===== config.mk =====
export PLATFORM = sky130hd
export DESIGN_NAME = gregorian_date_span_days_unit
export DESIGN_NICKNAME = d
export VERILOG_FILES = /design/src/sv/gdsd_pkg.sv /design/src/sv/gdsd_date_serial.sv /design/src/sv/gregorian_date_span_days_unit.sv
export SDC_FILE = /design/constraint.sdc
export NUM_CORES = 2
export LEC_CHECK = 0
export ABC_CLOCK_PERIOD_IN_PS = 11900
export BUFFER_PORTS_ARGS = -buffer_cell sky130_fd_sc_hd__buf_2
export CORE_MARGIN = 1
export CORE_UTILIZATION = 41
export CTS_BUF_LIST = sky130_fd_sc_hd__clkbuf_8 sky130_fd_sc_hd__clkbuf_16
export DETAILED_ROUTE_END_ITERATION = 10
export SYNTH_ARGS = -nofsm -noshare
export SYNTH_HDL_FRONTEND = slang
export SYNTH_SLANG_ARGS = --single-unit

===== constraint.sdc =====
create_clock -name clk -period 11.9 [get_ports clk]
set_input_delay 2.38 -clock clk [delete_from_list [all_inputs] [get_ports clk]]
set_output_delay 2.38 -clock clk [all_outputs]
set_load 0.005 [all_outputs]

===== src/sv/gdsd_pkg.sv =====
package gdsd_pkg;

  localparam int DAY_W   = 5;
  localparam int MON_W   = 4;
  localparam int YEAR_W  = 14;
  localparam int COUNT_W = 22;
  localparam int SER_W   = 22;
  localparam int DOY_W   = 9;
  localparam int YOE_W   = 9;
  localparam int ERA_W   = 6;
  localparam int Q100_W  = 8;
  localparam int STAGES  = 4;

  localparam logic [YEAR_W-1:0]  MAX_YEAR  = 14'd9999;
  localparam logic [COUNT_W-1:0] MAX_COUNT = 22'd3652059;

  // ceil(2^21/100) == ceil(2^23/400), exact for any 14-bit year
  localparam int RECIP_W = 15;
  localparam logic [RECIP_W-1:0] RECIP_100 = 15'd20972;
  localparam int Q100_SH = 21;
  localparam int ERA_SH  = 23;

  localparam logic [MON_W-1:0] MON_JAN = 4'd1;
  localparam logic [MON_W-1:0] MON_FEB = 4'd2;
  localparam logic [MON_W-1:0] MON_MAR = 4'd3;
  localparam logic [MON_W-1:0] MON_APR = 4'd4;
  localparam logic [MON_W-1:0] MON_MAY = 4'd5;
  localparam logic [MON_W-1:0] MON_JUN = 4'd6;
  localparam logic [MON_W-1:0] MON_JUL = 4'd7;
  localparam logic [MON_W-1:0] MON_AUG = 4'd8;
  localparam logic [MON_W-1:0] MON_SEP = 4'd9;
  localparam logic [MON_W-1:0] MON_OCT = 4'd10;
  localparam logic [MON_W-1:0] MON_NOV = 4'd11;
  localparam logic [MON_W-1:0] MON_DEC = 4'd12;

  // one enable per pipeline register stage of the date unit
  typedef logic [STAGES-1:0] stage_en_t;

  function automatic logic [DAY_W-1:0] month_len(input logic [MON_W-1:0] m,
                                                 input logic leap);
    logic [DAY_W-1:0] len;
    case (m) inside
      MON_APR, MON_JUN, MON_SEP, MON_NOV: len = 5'd30;
      MON_FEB:                            len = leap ? 5'd29 : 5'd28;
      default:                            len = 5'd31;
    endcase
    return len;
  endfunction

  // day of year at the first of the month, year counted from march
  function automatic logic [DOY_W-1:0] march_doy(input logic [MON_W-1:0] m);
    logic [DOY_W-1:0] doy;
    case (m)
      MON_MAR: doy = 9'd0;
      MON_APR: doy = 9'd31;
      MON_MAY: doy = 9'd61;
      MON_JUN: doy = 9'd92;
      MON_JUL: doy = 9'd122;
      MON_AUG: doy = 9'd153;
      MON_SEP: doy = 9'd184;
      MON_OCT: doy = 9'd214;
      MON_NOV: doy = 9'd245;
      MON_DEC: doy = 9'd275;
      MON_JAN: doy = 9'd306;
      MON_FEB: doy = 9'd337;
      default: doy = 9'd0;
    endcase
    return doy;
  endfunction

endpackage


===== src/sv/gdsd_date_serial.sv =====
module gdsd_date_serial (
  input  logic                          clk,
  input  gdsd_pkg::stage_en_t           en,
  input  logic [gdsd_pkg::DAY_W-1:0]    day,
  input  logic [gdsd_pkg::MON_W-1:0]    month,
  input  logic [gdsd_pkg::YEAR_W-1:0]   year,
  output logic [gdsd_pkg::SER_W-1:0]    serial,
  output logic                          ok
);
  import gdsd_pkg::*;

  // stage 1: reciprocal multiplies for year/100 and era
  logic [YEAR_W-1:0]         yy_nxt;
  logic [YEAR_W+RECIP_W-1:0] prod_y;
  logic [YEAR_W+RECIP_W-1:0] prod_yy;
  logic [DAY_W-1:0]          day_s1_r;
  logic [MON_W-1:0]          mon_s1_r;
  logic [YEAR_W-1:0]         year_s1_r;
  logic [YEAR_W-1:0]         yy_s1_r;
  logic [Q100_W-1:0]         q100_s1_r;
  logic [ERA_W-1:0]          era_s1_r;

  assign yy_nxt  = (month <= MON_FEB) ? year - YEAR_W'(1) : year;
  assign prod_y  = (YEAR_W+RECIP_W)'(year)   * (YEAR_W+RECIP_W)'(RECIP_100);
  assign prod_yy = (YEAR_W+RECIP_W)'(yy_nxt) * (YEAR_W+RECIP_W)'(RECIP_100);

  always_ff @(posedge clk) begin
    if (en[0]) begin
      day_s1_r  <= day;
      mon_s1_r  <= month;
      year_s1_r <= year;
      yy_s1_r   <= yy_nxt;
      q100_s1_r <= prod_y[Q100_SH +: Q100_W];
      era_s1_r  <= prod_yy[ERA_SH +: ERA_W];
    end
  end

  // stage 2: leap rule, validity, year of era, day of year
  logic [YEAR_W:0]    hund;
  logic [YEAR_W:0]    era400;
  logic [YEAR_W:0]    yoe_full;
  logic               mod100z;
  logic               leap;
  logic [DAY_W-1:0]   mlen;
  logic               ok_nxt;
  logic [DOY_W-1:0]   doy_nxt;
  logic               ok_s2_r;
  logic [YOE_W-1:0]   yoe_s2_r;
  logic [DOY_W-1:0]   doy_s2_r;
  logic [ERA_W-1:0]   era_s2_r;

  assign hund     = (YEAR_W+1)'(q100_s1_r) * (YEAR_W+1)'(100);
  assign mod100z  = ({1'b0, year_s1_r} == hund);
  assign leap     = (year_s1_r[1:0] == 2'b00) &&
                    (!mod100z || (q100_s1_r[1:0] == 2'b00));
  assign mlen     = month_len(mon_s1_r, leap);
  assign ok_nxt   = (year_s1_r != '0) && (year_s1_r <= MAX_YEAR) &&
                    (mon_s1_r >= MON_JAN) && (mon_s1_r <= MON_DEC) &&
                    (day_s1_r != '0) && (day_s1_r <= mlen);
  assign era400   = (YEAR_W+1)'(era_s1_r) * (YEAR_W+1)'(400);
  assign yoe_full = {1'b0, yy_s1_r} - era400;
  assign doy_nxt  = march_doy(mon_s1_r) + DOY_W'(day_s1_r) - DOY_W'(1);

  always_ff @(posedge clk) begin
    if (en[1]) begin
      ok_s2_r  <= ok_nxt;
      yoe_s2_r <= yoe_full[YOE_W-1:0];
      doy_s2_r <= doy_nxt;
      era_s2_r <= era_s1_r;
    end
  end

  // stage 3: constant multiplies of the era and year of era
  localparam int Y365_W = 18;
  localparam int YQ_W   = 3;
  localparam int YQP_W  = 15;
  logic [Y365_W-1:0] yoe365_nxt;
  logic [YQP_W-1:0]  yq_prod;
  logic [SER_W-1:0]  era146_nxt;
  logic [SER_W-1:0]  era146_s3_r;
  logic [Y365_W-1:0] yoe365_s3_r;
  logic [YOE_W-3:0]  yoe4_s3_r;
  logic [YQ_W-1:0]   yq_s3_r;
  logic [DOY_W-1:0]  doy_s3_r;
  logic              ok_s3_r;

  assign yoe365_nxt = Y365_W'(yoe_s2_r) * Y365_W'(365);
  assign yq_prod    = YQP_W'(yoe_s2_r) * YQP_W'(41);
  assign era146_nxt = SER_W'(era_s2_r) * SER_W'(146097);

  always_ff @(posedge clk) begin
    if (en[2]) begin
      era146_s3_r <= era146_nxt;
      yoe365_s3_r <= yoe365_nxt;
      yoe4_s3_r   <= yoe_s2_r[YOE_W-1:2];
      yq_s3_r     <= yq_prod[12 +: YQ_W];
      doy_s3_r    <= doy_s2_r;
      ok_s3_r     <= ok_s2_r;
    end
  end

  // stage 4: sum into the serial day number
  logic [SER_W-1:0] serial_nxt;
  logic [SER_W-1:0] serial_r;
  logic             ok_r;

  assign serial_nxt = era146_s3_r + SER_W'(yoe365_s3_r) + SER_W'(yoe4_s3_r)
                    - SER_W'(yq_s3_r) + SER_W'(doy_s3_r);

  always_ff @(posedge clk) begin
    if (en[3]) begin
      serial_r <= serial_nxt;
      ok_r     <= ok_s3_r;
    end
  end

  assign serial = serial_r;
  assign ok     = ok_r;

endmodule


===== src/sv/gregorian_date_span_days_unit.sv =====
// channel   handshake               beat contents
// in_       in_valid / in_ready     start day/month/year, end day/month/year, include_end
// out_      out_valid / out_ready   day_count, date_error
//
// one beat per cycle sustained when out_ready does not stall the output; the depth is set
// by the four date-unit stages plus the output register
// each stage holds its own valid bit and loads when it is empty or its successor
// loads, so a stalled output fills the bubbles behind it before in_ready drops
// rst_n (synchronous) clears all valid bits; payload registers are not reset
module gregorian_date_span_days_unit (
  input  logic                           clk,
  input  logic                           rst_n,
  input  logic                           in_valid,
  output logic                           in_ready,
  input  logic [gdsd_pkg::DAY_W-1:0]     in_start_day,
  input  logic [gdsd_pkg::MON_W-1:0]     in_start_month,
  input  logic [gdsd_pkg::YEAR_W-1:0]    in_start_year,
  input  logic [gdsd_pkg::DAY_W-1:0]     in_end_day,
  input  logic [gdsd_pkg::MON_W-1:0]     in_end_month,
  input  logic [gdsd_pkg::YEAR_W-1:0]    in_end_year,
  input  logic                           in_include_end,
  output logic                           out_valid,
  input  logic                           out_ready,
  output logic [gdsd_pkg::COUNT_W-1:0]   out_day_count,
  output logic                           out_date_error
);
  import gdsd_pkg::*;

  // pipeline control: valid bits and per-stage load enables
  logic [STAGES-1:0] valid_r;
  logic [STAGES-1:0] inc_r;
  stage_en_t         en;
  logic              out_en;
  logic              out_valid_r;

  always_comb begin
    out_en         = !out_valid_r || out_ready;
    en[STAGES-1]   = !valid_r[STAGES-1] || out_en;
    for (int i = STAGES - 2; i >= 0; i--) begin
      en[i] = !valid_r[i] || en[i+1];
    end
  end

  assign in_ready = en[0];

  always_ff @(posedge clk) begin
    if (!rst_n) begin
      valid_r     <= '0;
      out_valid_r <= 1'b0;
    end else begin
      if (en[0]) begin
        valid_r[0] <= in_valid;
      end
      for (int i = 1; i < STAGES; i++) begin
        if (en[i]) begin
          valid_r[i] <= valid_r[i-1];
        end
      end
      if (out_en) begin
        out_valid_r <= valid_r[STAGES-1];
      end
    end
  end

  // include_end rides alongside the date pipeline
  always_ff @(posedge clk) begin
    if (en[0]) begin
      inc_r[0] <= in_include_end;
    end
    for (int i = 1; i < STAGES; i++) begin
      if (en[i]) begin
        inc_r[i] <= inc_r[i-1];
      end
    end
  end

  // one serial day number unit per date
  logic [SER_W-1:0] ser_s;
  logic [SER_W-1:0] ser_e;
  logic             ok_s;
  logic             ok_e;

  gdsd_date_serial u_start (
    .clk    (clk),
    .en     (en),
    .day    (in_start_day),
    .month  (in_start_month),
    .year   (in_start_year),
    .serial (ser_s),
    .ok     (ok_s)
  );

  gdsd_date_serial u_end (
    .clk    (clk),
    .en     (en),
    .day    (in_end_day),
    .month  (in_end_month),
    .year   (in_end_year),
    .serial (ser_e),
    .ok     (ok_e)
  );

  // output stage: difference, clamp at zero, add the end day when asked
  logic               all_ok;
  logic [COUNT_W-1:0] span;
  logic [COUNT_W-1:0] count_nxt;
  logic [COUNT_W-1:0] count_r;
  logic               err_r;

  assign all_ok    = ok_s && ok_e;
  assign span      = (ser_e > ser_s) ? COUNT_W'(ser_e - ser_s) : '0;
  // an invalid date forces a zero count whatever include_end says
  assign count_nxt = all_ok ? span + COUNT_W'(inc_r[STAGES-1]) : '0;

  always_ff @(posedge clk) begin
    if (out_en) begin
      count_r <= count_nxt;
      err_r   <= !all_ok;
    end
  end

  assign out_valid      = out_valid_r;
  assign out_day_count  = count_r;
  assign out_date_error = err_r;

endmodule


==> results.toml <==
[run_status]
status = "complete, no violations"

[worst_setup_path]
crit_slowest_cell = "xnor2_1"
start_kind = "primary input"
worst-setup-path-type = "in2reg"
cp-end-kind = "flip-flop"
slowest_delay_ns = 0.79
rrSetupSlack_ns = 6.91
crit_start = "in_end_year[2]"
cp_max_fo = 9
reg2reg_from = "u_start.yoe_s2_r[7]$_DFFE_PP_"
crit_required_ns = 12.24
critical-path-top-cell-by-count = "inv_1"
cp.arrival_ns = 9.34

[clock_network]
root_buffer = "clkbuf_16"
numCtsBuffers = 46
cts_hold_buffers = 0
cts.sinks = 358
clk_latency_ns = 0.58
cts_buffer_depth = 3
cts_tree = "yes"
cts-resized-gates = 0
path_clk_slew_ns = 0.06
postCtsSetupRepairBufs = 0
htreeDepth = 2

[synthesis]
synth_top_cell_area_share_pct = 26.9
ys_types = 72
yosys_most_used_dff = "edfxtp_1"
synth_common_cells = "inv_1, ha_1, fa_1, edfxtp_1, xnor2_1"
synth_cells = 3833
synth-seq-area-share_pct = 25.9
avgSynthCellArea_sq_um = 10.6
synth.largest_area_cell = "ha_1"
synth-async-reset-ratio_pct = 0
syn-num-nets = 5141
ys_ff_latch = 358
synth_enable_flop_cells = 335
netlist_area_sq_um = 40600
synth-warning-count = 0
ys_top_cells_by_area = "ha_1, edfxtp_1, fa_1, inv_1, xnor2_1"
yosysMostFrequentCell = "inv_1"

[final_layout]
utilization_pct = 45.0
fill_cells = 9271
area_growth_pct = 8.78
num_antenna_cells = 0
nNetsFinal = 5261
drive_gt1_share_pct = 4.81
multi_input_area_sq_um = 26400
regArea_sq_um = 10500

[global_route]
grt_pass1_wl_microns = 134000
grt_use_total_pct = 16.8
busiest_layer = "met2"
grt_max_degree = 75
grt-ovfl-total = 0
use_met1_pct = 22.7
use_met3_pct = 1.90
use_met2_pct = 28.9
grt_pass1_vias = 26400
antenna_found_initial = 3

[detailed_routing]
drt_first_pass_iters = 5
viasPerCell = 4.81
ant_nets = 0
drt_iter0_drc = 1071
via_count = 25400
wire_per_inst_microns = 15.3
drc = 0
wirelength_microns = 81000

[sta]
max_slew.worst_pin.slew_ns = 1.09
whs_ns = 0.416
max_freq_mhz = 111
skew_ns = 0.0233
drv_slew = 0
rsz0062_at_grt = "false"
hold_viol_final = 0
fin_tns_setup_ns = 0
fin_crit_sh_pct = 75.6
slew_headroom_pct = 27.0
min_period_ns = 9.00
setup_violations = 0

[floorplanning]
rows = 115
fp.dieH_microns = 317
ios = 76
dieArea_sq_um = 100000
die_x_microns = 317
core-area_sq_um = 98300
start_util_pct = 41.4

[worst_hold_path]
hp-class = "reg2reg"
hold_start = "u_start.doy_s2_r[0]$_DFFE_PP_"

[placed_design]
io_buffers = 75
gp_congestion = 0.866
hpwl_microns = 69400

[job]
maxCapViolations = 0
-- final cells by class --
| class | instances | area share [%] |
|---|---|---|
| Clock buffer | 48 | 2.69 |
| Clock inverter | 37 | 0.790 |
| Inverter | 988 | 8.39 |
| Multi-Input combinational cell | 2471 | 59.6 |
| Sequential cell | 358 | 23.8 |
| Tap cell | 1287 | 3.64 |
| Timing Repair Buffer | 88 | 1.07 |
-- layer usage --
metal,vias up,routed length (microns)
li1,12900,-
met4,2,1480
met3,85,2580
met2,282,38700
met5,-,17
met1,12100,38200
-- per-stage QoR --
stage | instance area, sq um | setup slack [ns] | std cells
after floorplan | 40600 | 2.84 | 3833
after global placement | 42700 | 2.36 | 5192
after detailed placement | 42700 | 2.24 | 5192
after CTS | 44200 | 2.86 | 5277
after global routing | 44200 | 2.25 | 5277
final | 44200 | 2.90 | 5277
-- worst max-delay path: cells and delay by family --
family / cells / cell delay [ns]
simple gates: 5 / 0.57
compound gates: 8 / 2.10
buf+inv: 6 / 0.59
fa+ha+maj: 7 / 2.85
xor+xnor: 2 / 0.86
-- placed cells by master (no fill, tap or decap), drive strengths merged, types with 18 or more instances in the layout --
cell type,n
xor2,54
nand2,99
nor4,18
nand3,39
o21a,35
clkinv,18
nor2b,19
a21oi,129
dfxtp,23
edfxtp,335
buf,88
fa,384
nor3,55
a21o,56
xnor2,185
o21ai,86
clkbuf,48
nor2,146
ha,873
nand4,21
nand2b,25
inv,997
and3,24
-- worst paths after layout --
check / to / cells after the start
max: u_end.era_s1_r[5]$_DFFE_PP_ / 28
min: u_start.doy_s3_r[0]$_DFFE_PP_ / 0
max reg2reg: u_start.yoe365_s3_r[17]$_DFFE_PP_ / 16
min reg2reg: u_start.doy_s3_r[0]$_DFFE_PP_ / 0
-- kinds of logic (layout without fill, tap and decap cells) --
group,Yosys count,in the layout,synth area share [%]
AO/OA/AOI/OAI,461,461,7.52
XOR/XNOR,239,239,5.15
adder cells (fa/ha/maj),1257,1257,45.8
buffers and inverters,1004,1161,9.31
flip-flops,358,358,25.9
multiplexers,10,10,0.246
AND/OR/NAND/NOR,504,504,6.10
-- registers in the layout, summed over array words and instances, names as in the netlist, 7 cells and up, named ones only --
| register | count |
|---|---|
| u_end.doy_s2_r | 9 |
| u_start.era146_s3_r | 22 |
| u_start.doy_s2_r | 9 |
| u_end.yy_s1_r | 9 |
| u_end.yoe4_s3_r | 7 |
| out_day_count | 22 |
| u_start.yoe365_s3_r | 18 |
| u_start.yoe4_s3_r | 7 |
| u_start.yoe_s2_r | 9 |
| u_end.yoe_s2_r | 9 |
| u_end.year_s1_r | 14 |
| u_start.yy_s1_r | 9 |
| u_start.serial | 22 |
| u_end.q100_s1_r | 8 |
| u_end.doy_s3_r | 9 |
| u_end.serial | 22 |
| u_end.yoe365_s3_r | 18 |
| u_start.q100_s1_r | 8 |
| u_start.year_s1_r | 14 |
| u_start.doy_s3_r | 9 |
| u_end.era146_s3_r | 22 |
Power is left out: the tool's default activity adds up to more than one toggle a clock period on the data nets, which glitch-free logic cannot reach.
